$ cat src/hw/rtl/rha_pkg.sv
// ============================================================================
// rha_pkg
// Shared types, field widths and codes of the RMSSD accumulator.
// ============================================================================
package rha_pkg;

    // Field widths of the input and result words
    localparam int INTERVAL_W  = 22;
    localparam int ROOT_OUT_W  = 26;
    localparam int COUNT_OUT_W = 16;
    localparam int STATUS_W    = 2;

    // Internal arithmetic widths
    localparam int SUM_W  = 64;   // sum of squares and scaled mean
    localparam int ROOT_W = 32;   // full square root of a 64-bit value

    // Parameter defaults
    localparam int DEF_INTERVAL_BITS = 22;
    localparam int DEF_MAX_DIFFS     = 65535;
    localparam int DEF_FRAC_BITS     = 4;

    // Result status codes
    localparam logic [STATUS_W-1:0] STATUS_OK       = 2'd0;
    localparam logic [STATUS_W-1:0] STATUS_TOO_FEW  = 2'd1;
    localparam logic [STATUS_W-1:0] STATUS_TOO_MANY = 2'd2;

    typedef struct packed {
        logic [INTERVAL_W-1:0] interval_us;
        logic                  last;
    } in_item_t;

    typedef struct packed {
        logic [ROOT_OUT_W-1:0]  rmssd_q4;
        logic [COUNT_OUT_W-1:0] diff_count;
        logic [STATUS_W-1:0]    status;
    } out_item_t;

    typedef enum logic [2:0] {
        ST_IDLE,
        ST_DIFF,
        ST_SQUARE,
        ST_ACCUM,
        ST_LOAD,
        ST_DIVIDE,
        ST_ROOT,
        ST_FINISH
    } state_t;

    // Controller to datapath
    typedef struct packed {
        logic capture;
        logic diff;
        logic square;
        logic accum;
        logic div_start;
        logic sqrt_start;
        logic emit;
    } ctrl_cmd_t;

    // Datapath to controller
    typedef struct packed {
        logic last;
        logic count_zero;
        logic div_done;
        logic sqrt_done;
        logic out_busy;
    } ctrl_sts_t;

endpackage

$ cat src/hw/rtl/rmssd_hrv_accumulator_core.sv
// ============================================================================
// rmssd_hrv_accumulator_core
// RMSSD of a record of RR intervals, fixed point, one interval per word.
// ============================================================================
// Each input word carries one RR interval in microseconds; the word with last
// set closes the record and produces one result word: floor(sqrt(q)) with
// q = floor(sum of squared successive differences * 2^(2*FRAC_BITS) / count),
// the difference count, and a status (ok, too few intervals, too many
// differences). Each interval passes through the capture, difference, square
// and accumulate steps. On the final interval of a record the divider then
// produces one quotient bit per cycle over 64 + 2*FRAC_BITS bits and the
// square root one root bit per cycle over 32 bits, followed by any wait for
// the output register to be emptied. The next interval is taken while a
// finished result still sits in the output register.
// ============================================================================
module rmssd_hrv_accumulator_core #(
    parameter int INTERVAL_BITS = rha_pkg::DEF_INTERVAL_BITS,
    parameter int MAX_DIFFS     = rha_pkg::DEF_MAX_DIFFS,
    parameter int FRAC_BITS     = rha_pkg::DEF_FRAC_BITS
) (
    input  logic               aclk,
    input  logic               aresetn,
    input  logic               s_valid,
    output logic               s_ready,
    input  rha_pkg::in_item_t  s_item,
    output logic               m_valid,
    input  logic               m_ready,
    output rha_pkg::out_item_t m_item
);

    rha_pkg::ctrl_cmd_t cmd;
    rha_pkg::ctrl_sts_t sts;

    rha_ctrl u_ctrl (
        .aclk    (aclk),
        .aresetn (aresetn),
        .s_valid (s_valid),
        .s_ready (s_ready),
        .sts     (sts),
        .cmd     (cmd)
    );

    rha_datapath #(
        .INTERVAL_BITS (INTERVAL_BITS),
        .MAX_DIFFS     (MAX_DIFFS),
        .FRAC_BITS     (FRAC_BITS)
    ) u_datapath (
        .aclk    (aclk),
        .aresetn (aresetn),
        .cmd     (cmd),
        .sts     (sts),
        .s_item  (s_item),
        .m_valid (m_valid),
        .m_ready (m_ready),
        .m_item  (m_item)
    );

    // One word at a time: no new word in the cycle after an accepted one
    assert property (@(posedge aclk) disable iff (!aresetn)
        (s_valid && s_ready) |=> !s_ready)
        else $error("input accepted on consecutive cycles");

    // A short record reports zero root and zero count
    assert property (@(posedge aclk) disable iff (!aresetn)
        (m_valid && m_item.status == rha_pkg::STATUS_TOO_FEW) |->
        (m_item.rmssd_q4 == '0 && m_item.diff_count == '0))
        else $error("too-few result with non-zero fields");

    // A saturated record reports the full count
    assert property (@(posedge aclk) disable iff (!aresetn)
        (m_valid && m_item.status == rha_pkg::STATUS_TOO_MANY) |->
        (m_item.diff_count == rha_pkg::COUNT_OUT_W'(MAX_DIFFS)))
        else $error("too-many result without a saturated count");

    // An ok result always has at least one difference behind it
    assert property (@(posedge aclk) disable iff (!aresetn)
        (m_valid && m_item.status == rha_pkg::STATUS_OK) |->
        (m_item.diff_count != '0))
        else $error("ok result with zero differences");

endmodule

$ cat src/hw/rtl/rha_divider.sv
// ============================================================================
// rha_divider
// Restoring divider, one quotient bit per cycle, for the scaled mean.
// ============================================================================
module rha_divider #(
    parameter int DIVD_W  = rha_pkg::SUM_W + 2 * rha_pkg::DEF_FRAC_BITS,
    parameter int DIVS_W  = $clog2(rha_pkg::DEF_MAX_DIFFS + 1)
) (
    input  logic              aclk,
    input  logic              aresetn,
    input  logic              start,
    input  logic [DIVD_W-1:0] dividend,
    input  logic [DIVS_W-1:0] divisor,
    output logic              done,
    output logic [DIVD_W-1:0] quotient
);

    localparam int STEP_W = $clog2(DIVD_W + 1);

    logic              busy_reg, busy_next;
    logic              done_reg, done_next;
    logic [STEP_W-1:0] step_reg, step_next;
    logic [DIVS_W-1:0] rem_reg, rem_next;
    logic [DIVS_W-1:0] dvs_reg, dvs_next;
    logic [DIVD_W-1:0] quot_reg, quot_next;

    logic [DIVS_W:0]   rem_sh;
    logic              fits;

    // Trial subtract of the divisor from the shifted partial remainder
    always_comb begin
        rem_sh = {rem_reg, quot_reg[DIVD_W-1]};
        fits   = (rem_sh >= {1'b0, dvs_reg});
    end

    always_comb begin
        busy_next = busy_reg;
        done_next = 1'b0;
        step_next = step_reg;
        rem_next  = rem_reg;
        dvs_next  = dvs_reg;
        quot_next = quot_reg;
        if (start) begin
            busy_next = 1'b1;
            step_next = STEP_W'(DIVD_W);
            rem_next  = '0;
            dvs_next  = divisor;
            quot_next = dividend;
        end else if (busy_reg) begin
            // dividend bits shift out at the top, quotient bits in at the bottom
            rem_next  = fits ? DIVS_W'(rem_sh - {1'b0, dvs_reg}) : rem_sh[DIVS_W-1:0];
            quot_next = {quot_reg[DIVD_W-2:0], fits};
            step_next = step_reg - 1'b1;
            if (step_reg == STEP_W'(1)) begin
                busy_next = 1'b0;
                done_next = 1'b1;
            end
        end
    end

    always_ff @(posedge aclk) begin
        if (!aresetn) begin
            busy_reg <= 1'b0;
            done_reg <= 1'b0;
            step_reg <= '0;
        end else begin
            busy_reg <= busy_next;
            done_reg <= done_next;
            step_reg <= step_next;
        end
        rem_reg  <= rem_next;
        dvs_reg  <= dvs_next;
        quot_reg <= quot_next;
    end

    assign done     = done_reg;
    assign quotient = quot_reg;

endmodule

$ cat src/hw/rtl/rha_sqrt.sv
// ============================================================================
// rha_sqrt
// Digit-by-digit integer square root, one root bit per cycle.
// ============================================================================
module rha_sqrt (
    input  logic                        aclk,
    input  logic                        aresetn,
    input  logic                        start,
    input  logic [rha_pkg::SUM_W-1:0]   radicand,
    output logic                        done,
    output logic [rha_pkg::ROOT_W-1:0]  root
);

    localparam int RAD_W  = rha_pkg::SUM_W;
    localparam int RT_W   = rha_pkg::ROOT_W;
    localparam int REM_W  = RT_W + 2;
    localparam int STEP_W = $clog2(RT_W + 1);

    logic              busy_reg, busy_next;
    logic              done_reg, done_next;
    logic [STEP_W-1:0] step_reg, step_next;
    logic [RAD_W-1:0]  rad_reg, rad_next;
    logic [REM_W-1:0]  rem_reg, rem_next;
    logic [RT_W-1:0]   root_reg, root_next;

    logic [REM_W+1:0]  rem_sh;
    logic [REM_W+1:0]  trial;
    logic              fits;

    // Bring down two radicand bits, try (4*root + 1)
    always_comb begin
        rem_sh = {rem_reg, rad_reg[RAD_W-1 -: 2]};
        trial  = (REM_W + 2)'({root_reg, 2'b01});
        fits   = (rem_sh >= trial);
    end

    always_comb begin
        busy_next = busy_reg;
        done_next = 1'b0;
        step_next = step_reg;
        rad_next  = rad_reg;
        rem_next  = rem_reg;
        root_next = root_reg;
        if (start) begin
            busy_next = 1'b1;
            step_next = STEP_W'(RT_W);
            rad_next  = radicand;
            rem_next  = '0;
            root_next = '0;
        end else if (busy_reg) begin
            rad_next  = rad_reg << 2;
            rem_next  = fits ? REM_W'(rem_sh - trial) : REM_W'(rem_sh);
            root_next = {root_reg[RT_W-2:0], fits};
            step_next = step_reg - 1'b1;
            if (step_reg == STEP_W'(1)) begin
                busy_next = 1'b0;
                done_next = 1'b1;
            end
        end
    end

    always_ff @(posedge aclk) begin
        if (!aresetn) begin
            busy_reg <= 1'b0;
            done_reg <= 1'b0;
            step_reg <= '0;
        end else begin
            busy_reg <= busy_next;
            done_reg <= done_next;
            step_reg <= step_next;
        end
        rad_reg  <= rad_next;
        rem_reg  <= rem_next;
        root_reg <= root_next;
    end

    assign done = done_reg;
    assign root = root_reg;

endmodule

$ cat src/hw/rtl/rha_datapath.sv
// ============================================================================
// rha_datapath
// Record state, difference/square/accumulate path, divide and root units,
// and the result output register.
// ============================================================================
module rha_datapath #(
    parameter int INTERVAL_BITS = rha_pkg::DEF_INTERVAL_BITS,
    parameter int MAX_DIFFS     = rha_pkg::DEF_MAX_DIFFS,
    parameter int FRAC_BITS     = rha_pkg::DEF_FRAC_BITS
) (
    input  logic                aclk,
    input  logic                aresetn,
    input  rha_pkg::ctrl_cmd_t  cmd,
    output rha_pkg::ctrl_sts_t  sts,
    input  rha_pkg::in_item_t   s_item,
    output logic                m_valid,
    input  logic                m_ready,
    output rha_pkg::out_item_t  m_item
);

    localparam int PREV_W  = (INTERVAL_BITS < rha_pkg::INTERVAL_W) ?
                             INTERVAL_BITS : rha_pkg::INTERVAL_W;
    localparam int PROD_W  = 2 * PREV_W;
    localparam int SUM_W   = rha_pkg::SUM_W;
    localparam int COUNT_W = $clog2(MAX_DIFFS + 1);
    localparam int DIVD_W  = SUM_W + 2 * FRAC_BITS;
    localparam int ROOT_W  = rha_pkg::ROOT_W;
    localparam int ROOT_OUT_W = rha_pkg::ROOT_OUT_W;

    // Per-item working registers
    logic [PREV_W-1:0]  cur_reg, cur_next;
    logic               last_reg, last_next;
    logic [PREV_W-1:0]  diff_reg, diff_next;
    logic [PROD_W-1:0]  sq_reg, sq_next;

    // Record state
    logic [PREV_W-1:0]  prev_reg, prev_next;
    logic               have_prev_reg, have_prev_next;
    logic [SUM_W-1:0]   sum_reg, sum_next;
    logic [COUNT_W-1:0] count_reg, count_next;
    logic               ovf_reg, ovf_next;

    // Output register
    logic               m_valid_reg, m_valid_next;
    rha_pkg::out_item_t m_item_reg, m_item_next;

    // Divide and root
    logic [DIVD_W-1:0]  div_dividend;
    logic [DIVD_W-1:0]  div_quot;
    logic               div_done;
    logic [SUM_W-1:0]   mean;
    logic [ROOT_W-1:0]  root;
    logic               sqrt_done;
    logic [ROOT_OUT_W-1:0] root_sat;

    // Accumulation path: capture, |cur - prev|, square, add
    always_comb begin
        cur_next       = cmd.capture ? s_item.interval_us[PREV_W-1:0] : cur_reg;
        last_next      = cmd.capture ? s_item.last : last_reg;
        diff_next      = diff_reg;
        sq_next        = sq_reg;
        prev_next      = prev_reg;
        have_prev_next = have_prev_reg;
        sum_next       = sum_reg;
        count_next     = count_reg;
        ovf_next       = ovf_reg;

        if (cmd.diff) begin
            diff_next = (cur_reg >= prev_reg) ? (cur_reg - prev_reg) : (prev_reg - cur_reg);
        end
        if (cmd.square) begin
            sq_next = {{PREV_W{1'b0}}, diff_reg} * {{PREV_W{1'b0}}, diff_reg};
        end
        if (cmd.accum) begin
            if (have_prev_reg) begin
                if (count_reg < COUNT_W'(MAX_DIFFS)) begin
                    sum_next   = sum_reg + SUM_W'(sq_reg);
                    count_next = count_reg + 1'b1;
                end else begin
                    ovf_next = 1'b1;
                end
            end
            prev_next      = cur_reg;
            have_prev_next = 1'b1;
        end
        // result taken into the output register: start a fresh record
        if (cmd.emit) begin
            prev_next      = '0;
            have_prev_next = 1'b0;
            sum_next       = '0;
            count_next     = '0;
            ovf_next       = 1'b0;
        end
    end

    // Scaled mean: sum * 2^(2*FRAC_BITS) / count, saturated to 64 bits
    assign div_dividend = DIVD_W'(sum_reg) << (2 * FRAC_BITS);
    assign mean = ((div_quot >> SUM_W) != '0) ? '1 : div_quot[SUM_W-1:0];

    rha_divider #(
        .DIVD_W   (DIVD_W),
        .DIVS_W   (COUNT_W)
    ) u_divider (
        .aclk     (aclk),
        .aresetn  (aresetn),
        .start    (cmd.div_start),
        .dividend (div_dividend),
        .divisor  (count_reg),
        .done     (div_done),
        .quotient (div_quot)
    );

    rha_sqrt u_sqrt (
        .aclk     (aclk),
        .aresetn  (aresetn),
        .start    (cmd.sqrt_start),
        .radicand (mean),
        .done     (sqrt_done),
        .root     (root)
    );

    assign root_sat = (root[ROOT_W-1:ROOT_OUT_W] != '0) ? '1 : root[ROOT_OUT_W-1:0];

    // Output register: loaded on emit, freed when the word is taken
    always_comb begin
        m_valid_next = m_valid_reg;
        m_item_next  = m_item_reg;
        if (cmd.emit) begin
            m_valid_next = 1'b1;
            if (count_reg == '0) begin
                m_item_next.rmssd_q4   = '0;
                m_item_next.diff_count = '0;
                m_item_next.status     = rha_pkg::STATUS_TOO_FEW;
            end else begin
                m_item_next.rmssd_q4   = root_sat;
                m_item_next.diff_count = rha_pkg::COUNT_OUT_W'(count_reg);
                m_item_next.status     = ovf_reg ? rha_pkg::STATUS_TOO_MANY
                                                 : rha_pkg::STATUS_OK;
            end
        end else if (m_ready) begin
            m_valid_next = 1'b0;
        end
    end

    always_ff @(posedge aclk) begin
        if (!aresetn) begin
            prev_reg      <= '0;
            have_prev_reg <= 1'b0;
            sum_reg       <= '0;
            count_reg     <= '0;
            ovf_reg       <= 1'b0;
            m_valid_reg   <= 1'b0;
        end else begin
            prev_reg      <= prev_next;
            have_prev_reg <= have_prev_next;
            sum_reg       <= sum_next;
            count_reg     <= count_next;
            ovf_reg       <= ovf_next;
            m_valid_reg   <= m_valid_next;
        end
        cur_reg    <= cur_next;
        last_reg   <= last_next;
        diff_reg   <= diff_next;
        sq_reg     <= sq_next;
        m_item_reg <= m_item_next;
    end

    // Status back to the controller
    always_comb begin
        sts.last       = last_reg;
        sts.count_zero = (count_reg == '0);
        sts.div_done   = div_done;
        sts.sqrt_done  = sqrt_done;
        sts.out_busy   = m_valid_reg && !m_ready;
    end

    assign m_valid = m_valid_reg;
    assign m_item  = m_item_reg;

endmodule

$ cat src/hw/rtl/rha_ctrl.sv
// ============================================================================
// rha_ctrl
// Sequencing state machine: per-interval accumulate steps, then divide,
// root and result hand-off on the final interval of a record.
// ============================================================================
module rha_ctrl (
    input  logic                aclk,
    input  logic                aresetn,
    input  logic                s_valid,
    output logic                s_ready,
    input  rha_pkg::ctrl_sts_t  sts,
    output rha_pkg::ctrl_cmd_t  cmd
);

    rha_pkg::state_t state_reg, state_next;

    // Next state
    always_comb begin
        state_next = state_reg;
        unique case (state_reg)
            rha_pkg::ST_IDLE: begin
                if (s_valid) state_next = rha_pkg::ST_DIFF;
            end
            rha_pkg::ST_DIFF:   state_next = rha_pkg::ST_SQUARE;
            rha_pkg::ST_SQUARE: state_next = rha_pkg::ST_ACCUM;
            rha_pkg::ST_ACCUM: begin
                state_next = sts.last ? rha_pkg::ST_LOAD : rha_pkg::ST_IDLE;
            end
            rha_pkg::ST_LOAD: begin
                state_next = sts.count_zero ? rha_pkg::ST_FINISH : rha_pkg::ST_DIVIDE;
            end
            rha_pkg::ST_DIVIDE: begin
                if (sts.div_done) state_next = rha_pkg::ST_ROOT;
            end
            rha_pkg::ST_ROOT: begin
                if (sts.sqrt_done) state_next = rha_pkg::ST_FINISH;
            end
            rha_pkg::ST_FINISH: begin
                if (!sts.out_busy) state_next = rha_pkg::ST_IDLE;
            end
            default: state_next = rha_pkg::ST_IDLE;
        endcase
    end

    // Outputs
    always_comb begin
        cmd     = '0;
        s_ready = 1'b0;
        unique case (state_reg)
            rha_pkg::ST_IDLE: begin
                s_ready     = 1'b1;
                cmd.capture = s_valid;
            end
            rha_pkg::ST_DIFF:   cmd.diff   = 1'b1;
            rha_pkg::ST_SQUARE: cmd.square = 1'b1;
            rha_pkg::ST_ACCUM:  cmd.accum  = 1'b1;
            rha_pkg::ST_LOAD:   cmd.div_start = !sts.count_zero;
            rha_pkg::ST_DIVIDE: cmd.sqrt_start = sts.div_done;
            rha_pkg::ST_ROOT:   ;
            rha_pkg::ST_FINISH: cmd.emit = !sts.out_busy;
            default: ;
        endcase
    end

    always_ff @(posedge aclk) begin
        if (!aresetn) begin
            state_reg <= rha_pkg::ST_IDLE;
        end else begin
            state_reg <= state_next;
        end
    end

endmodule
$ cat config.mk
export PLATFORM = sky130hd
export DESIGN_NAME = rmssd_hrv_accumulator_core
export DESIGN_NICKNAME = d
export VERILOG_FILES = /design/src/hw/rtl/rha_pkg.sv /design/src/hw/rtl/rmssd_hrv_accumulator_core.sv /design/src/hw/rtl/rha_divider.sv /design/src/hw/rtl/rha_sqrt.sv /design/src/hw/rtl/rha_datapath.sv /design/src/hw/rtl/rha_ctrl.sv
export SDC_FILE = /design/constraint.sdc
export NUM_CORES = 2
export LEC_CHECK = 0
export BUFFER_PORTS_ARGS = -buffer_cell sky130_fd_sc_hd__buf_4
export CORE_MARGIN = 2
export CORE_UTILIZATION = 51
export DETAILED_ROUTE_END_ITERATION = 7
export GPL_TIMING_DRIVEN = 0
export PLACE_DENSITY = 0.76
export SKIP_CTS_REPAIR_TIMING = 1
export SLEW_MARGIN = 20
export SYNTH_ARGS = -nofsm -noshare
export SYNTH_HDL_FRONTEND = slang
export SYNTH_SLANG_ARGS = --single-unit
export TNS_END_PERCENT = 5
$ cat constraint.sdc
create_clock -name aclk -period 6.3 [get_ports aclk]
set_input_delay 0.945 -clock aclk [delete_from_list [all_inputs] [get_ports aclk]]
set_output_delay 0.945 -clock aclk [all_outputs]
set_load 0.02 [all_outputs]
# Word level (Yosys, flattened, before mapping)
# Index checks and enable logic that the tools add are counted.
[word_totals] ff_bits=492 inputBits=27 out_inout_bits=46 word_cells=117
[classes] add_sub_neg=8 multipliers=1 order_cmp=4 n_eq_ne=13 n_mux=39 bitwise_logic=4 reduce_logical=19
[ops] cell="two-way mux 64 bit" n=3
[ops] cell="two-way mux 72 bit" n=2
[ops] cell="nonzero test 72 bit" n=1
[ops] cell="adder 64 x 44 -> 64 bit" n=1
[ops] cell="multiplier 22 x 22 -> 44 bit" n=1
[ops] cell="subtractor 22 bit" n=2
[ops] cell="greater-or-equal comparator 36 x 34 -> 1 bit" n=1
[ops] cell="two-way mux 34 bit" n=1
[ops] cell="subtractor 34 bit" n=1
[ops] cell="two-way mux 26 bit" n=1
[ops] cell="one-hot mux 3 bit (8 select lines)" n=1
[ops] cell="greater-or-equal comparator 22 bit" n=1
[ops] cell="two-way mux 22 bit" n=1
[ops] cell="two-way mux 1 bit" n=18
[ops] cell="greater-or-equal comparator 17 x 16 -> 1 bit" n=1
[ops] cell="adder 16 x 1 -> 16 bit (second input constant)" n=1
[ops] cell="zero test 16 bit" n=1
[ops] cell="less-than comparator 16 bit (second input constant)" n=1
[ops] cell="two-way mux 16 bit" n=1
[ops] cell="subtractor 16 bit" n=1
[ops] cell="two-way mux 3 bit" n=5
[ops] cell="two-way mux 7 bit" n=2
[ops] cell="equality test 3 bit (second input constant)" n=4
[ops] cell="two-way mux 6 bit" n=2
[ops] cell="19 further kinds" n=34

# Depth between registers and ports, before layout
[logic_depth] ltp_word=5 depth_mapped=28 mapped_depth_nobuf=27

# By module
# A second synthesis with hierarchy kept.
[hier_totals] hier_cells=4232 hier_area_um2=40970.5
[modules_own_cells] module="rha_datapath" n_inst=1 cells_each=3007 area_each_um2=27521.4 seq_area_each_um2=6065.8
[modules_own_cells] module="rha_sqrt" n_inst=1 cells_each=777 area_each_um2=7749.9 seq_area_each_um2=3403.3
[modules_own_cells] module="rha_divider" n_inst=1 cells_each=414 area_each_um2=5410.2 seq_area_each_um2=3143.0
[modules_own_cells] module="rha_ctrl" n_inst=1 cells_each=34 area_each_um2=289.0 seq_area_each_um2=60.1

# Worst setup path after synthesis
# No wires, ideal clock.
[synth_path] path_type="reg-to-reg" from="register u_datapath.diff_reg[13]" to="register u_datapath.sq_reg[40] (data pin)" setup_ps=259 arrival_time_ps=6723 setup_slack_ps=-682 stages_incl_launch_ff=26 n_path_buf=1 period_less_slack_ps=6982 cell_sequence="edfxtp_1 -> clkbuf_1 -> nand2_1 -> inv_1 -> fa_1 -> fa_1 -> inv_1 -> fa_1 -> inv_1 -> fa_1 -> fa_1 -> fa_1 -> inv_1 -> fa_1 -> inv_1 -> ha_1 -> a21o_1 -> a21oi_1 -> o21ai_0 -> a2111oi_0 -> nor3_1 -> a41oi_1 -> o41ai_2 -> a21o_1 -> a21oi_1 -> xnor2_1"
[synth_via] elab_chain_len=1
[synth_lines] item="from (decl)" line_no="rha_datapath.sv:33" text="logic [PREV_W-1:0] diff_reg, diff_next;"
[synth_lines] item="from (signal assigned)" line_no="rha_datapath.sv:163" text="diff_reg <= diff_next;"
[synth_lines] item="multiplier 22 x 22 -> 44 bit" line_no="rha_datapath.sv:72" text="sq_next = {{PREV_W{1'b0}}, diff_reg} * {{PREV_W{1'b0}}, diff_reg};"
[synth_lines] item="to (signal assigned)" line_no="rha_datapath.sv:164" text="sq_reg <= sq_next;"
[synth_lines] item="to (decl)" line_no="rha_datapath.sv:34" text="logic [PROD_W-1:0] sq_reg, sq_next;"
# Every way passes these cells.
# A chain may end at the register's enable or synchronous reset.

# Final worst setup path
[layout_path] from="register u_datapath.diff_reg[3]" to="register u_datapath.sq_reg[40] (data pin)"
# Same word-level chain as after synthesis.

==> out/metrics.csv <==
stage;metric;value;unit
run_status;status;finished with violations;
run_status;failing checks;negative setup slack;
grt;vias in the first global route;30890;
floorplan;Ports;73;
grt;grt ovf;0;
place;dpl cell area;0.04184;mm²
worst_hold_path;Hold Path Class;flop to flop;
grt;initial antenna violation count;0;
yosys;Primary FF master, synth;edfxtp_1;
routing;DR pass1 iterations;6;
yosys;Seq/Total Area, Yosys;0.3187;
place;placed cells;5405;
yosys;Syn Nets;4966;
yosys;Post-synth EDFFs;276;
floorplan;Initial Util;0.5126;
yosys;most common library cells after synthesis;inv_1 (622), nand2_1 (593), fa_1 (351);
sta;Worst Tran Pin Value;0.9901;ns
grt;all-layer global routing usage;0.2467;
layout;post-layout util;0.5787;
cts;CTS tree;built;
worst_setup_path;worst endpoint required time;6.62;ns
sta;Fin. Hold Viols;0;
yosys;top-area cell type share of the netlist area;0.2098;
layout;diode count;0;
routing;Routed WL;98.07;mm
floorplan;Die Area;0.07972;mm²
sta;Worst Clk Skew;0.04556;ns
job;# Max-Cap Violations;0;
routing;ANT nets after route;0;
cts;Clock Latency Late Sink;0.61;ns
yosys;top-count cell post-synth;inv_1;
cts;H-tree levels;2;
yosys;synthesized area;0.03951;mm²
layout;layout cell share with drive strength beyond 1;0.09229;
layout;non-filler instance count after layout;5580;
layout;max reg flops;72;
worst_setup_path;reg-to-reg slack, setup;-0.86;ns
yosys;Area contributors post-synth;edfxtp_1 (21%), fa_1 (18%), dfxtp_1 (11%), ha_1 (9.6%), inv_1 (5.9%);
layout;nets;5179;
worst_setup_path;CP arrival;7.48;ns
sta;fmax;139.7;MHz
sta;fin. max-slew vios;0;
routing;drt wl/cell;17.58;µm
cts;Worst-path clk slew;0.06;ns
grt;largest net degree at the start of global routing;39;
yosys;cell count after synthesis;4284;
worst_setup_path;WS Path Type;flop to flop;
floorplan;Rows;102;
layout;fill count;6592;
cts;Root Driver;clkbuf_16;
cts;clock buffer depth;3;
sta;final worst slack;-0.8559;ns
sta;RSZ-0062 raised after global routing;yes;
sta;Tmin final;7.156;ns
place;post-DP HPWL;75.12;mm
worst_setup_path;CP endpoint kind;flop;
floorplan;die width;282.3;µm
sta;relative slew slack;0.3375;
grt;first-pass GRT wire length;158.1;mm
yosys;YS warnings;0;
cts;total CTS buffers;51;
layout;Synth-to-Final Area Change;12.89;%
sta;fin crit share;1.136;
floorplan;core footprint;0.07708;mm²
yosys;synth unique cells;85;
yosys;dominant cell type by area after synthesis;edfxtp_1;
place;I/O Buffers;72;
routing;total number of vias;30610;
layout;Finished Cell Area;0.04461;mm²
yosys;Mean Syn Cell Area;9.223;µm²
worst_setup_path;CP Max Fanout;6;
routing;Avg Vias per Cell;5.485;
routing;Post-route DRC;0;
floorplan;Die Ht;282.3;µm
cts;Clock Sinks;491;
sta;Setup-failing EPs final;29;
yosys;Synth async-reset ratio;0;
routing;DR iter-0 viols;2207;
place;RD Place Congestion;0.9199;
worst_setup_path;Worst Setup Start Kind;flop;
yosys;Yosys reg bits;491;
through the flow:
step	setup WS, ns	setup TNS [ns]	hold WS, ns
after CTS	-1.384	-26.79	0.4447
after global placement	-1.264	-22.60	0.4324
after global routing	-1.000	-20.70	0.4536
final	-0.8559	-14.30	0.4371
after detailed placement	-1.353	-25.19	0.4309
after floorplan	-0.2289	-1.568	0.4064
cells by family after synthesis:
| family | share of synthesized area |
|---|---|
| xor gates and xnor gates | 0.04212 |
| DFF | 0.3187 |
| buffers and inverters | 0.07945 |
| muxes | 0.01681 |
| AOI/OAI and AO/OA | 0.1226 |
| and+or+nand+nor | 0.1459 |
| adders and majority gates | 0.2744 |
placed cells by master (no fill, tap or decap), drive strengths merged, types with 6 or more instances in the layout:
cell type    n
nand2b      18
and3        25
buf        214
edfxtp     276
a31oi       50
o211ai      14
a21oi      276
nand2      593
clkbuf     221
fa         351
o31ai       11
o21a        13
and4         9
o21ai      172
nor2b       27
a31o        11
o21bai      29
a21o        93
a41oi        7
or3         12
nor2       245
inv        628
nor3        54
nor4        13
dfxtp      215
xor2        73
a21boi      14
clkinv      16
a211oi      39
and2       111
nand3      106
mux2i       63
ha         304
or2          6
nand4       37
xnor2      117
critical path, cell delays in order, from the launching register on:
cell and delay (ns):
edfxtp_1 0.55, buf_6 0.21, and2_4 0.16, fa_2 0.44, inv_2 0.08, fa_2 0.46, fa_1 0.58, inv_2 0.05
fa_1 0.55, fa_1 0.45, fa_1 0.52, inv_1 0.05, fa_1 0.49, inv_2 0.05, ha_4 0.29, a21o_1 0.13
a21oi_2 0.07, o21ai_1 0.30, a2111oi_4 0.08, nor3_4 0.34, a41oi_4 0.22, o41ai_4 0.43, a21o_1 0.18, a21oi_2 0.05
xnor2_1 0.12
worst paths after layout:
check	from	to	depth (start not counted)
setup reg to reg	u_datapath.diff_reg[3]	u_datapath.sq_reg[40]	24
setup / recovery	u_datapath.diff_reg[3]	u_datapath.sq_reg[40]	24
hold / removal	u_datapath.count_reg[11]	u_datapath.u_divider.dvs_reg[11]	0
hold reg to reg	u_datapath.count_reg[11]	u_datapath.u_divider.dvs_reg[11]	0
cell type report:
| cell class | instances | area, µm² | area share |
|---|---|---|---|
| clock inverters | 29 | 320.3 | 0.007181 |
| clock buffers | 67 | 1388 | 0.03111 |
| repair buffers | 160 | 1328 | 0.02976 |
| multi-input cells | 2963 | 24250 | 0.5435 |
| inverters | 622 | 2337 | 0.05240 |
| plain buffers | 208 | 1095 | 0.02454 |
| flip-flops and latches | 491 | 12590 | 0.2823 |
| well taps | 1040 | 1301 | 0.02917 |
metal layers:
metal  track usage  vias to the layer above  part of all wire
met1        0.3179                    14770              0.42
li1              -                    14580                 -
met5             0                        -                 0
met3       0.02800                      250             0.057
met4       0.09035                        0             0.040
met2        0.4280                     1010              0.49
Power is not shown: default switching activity piles up to over one toggle a cycle in this logic, so the estimate is an artifact.
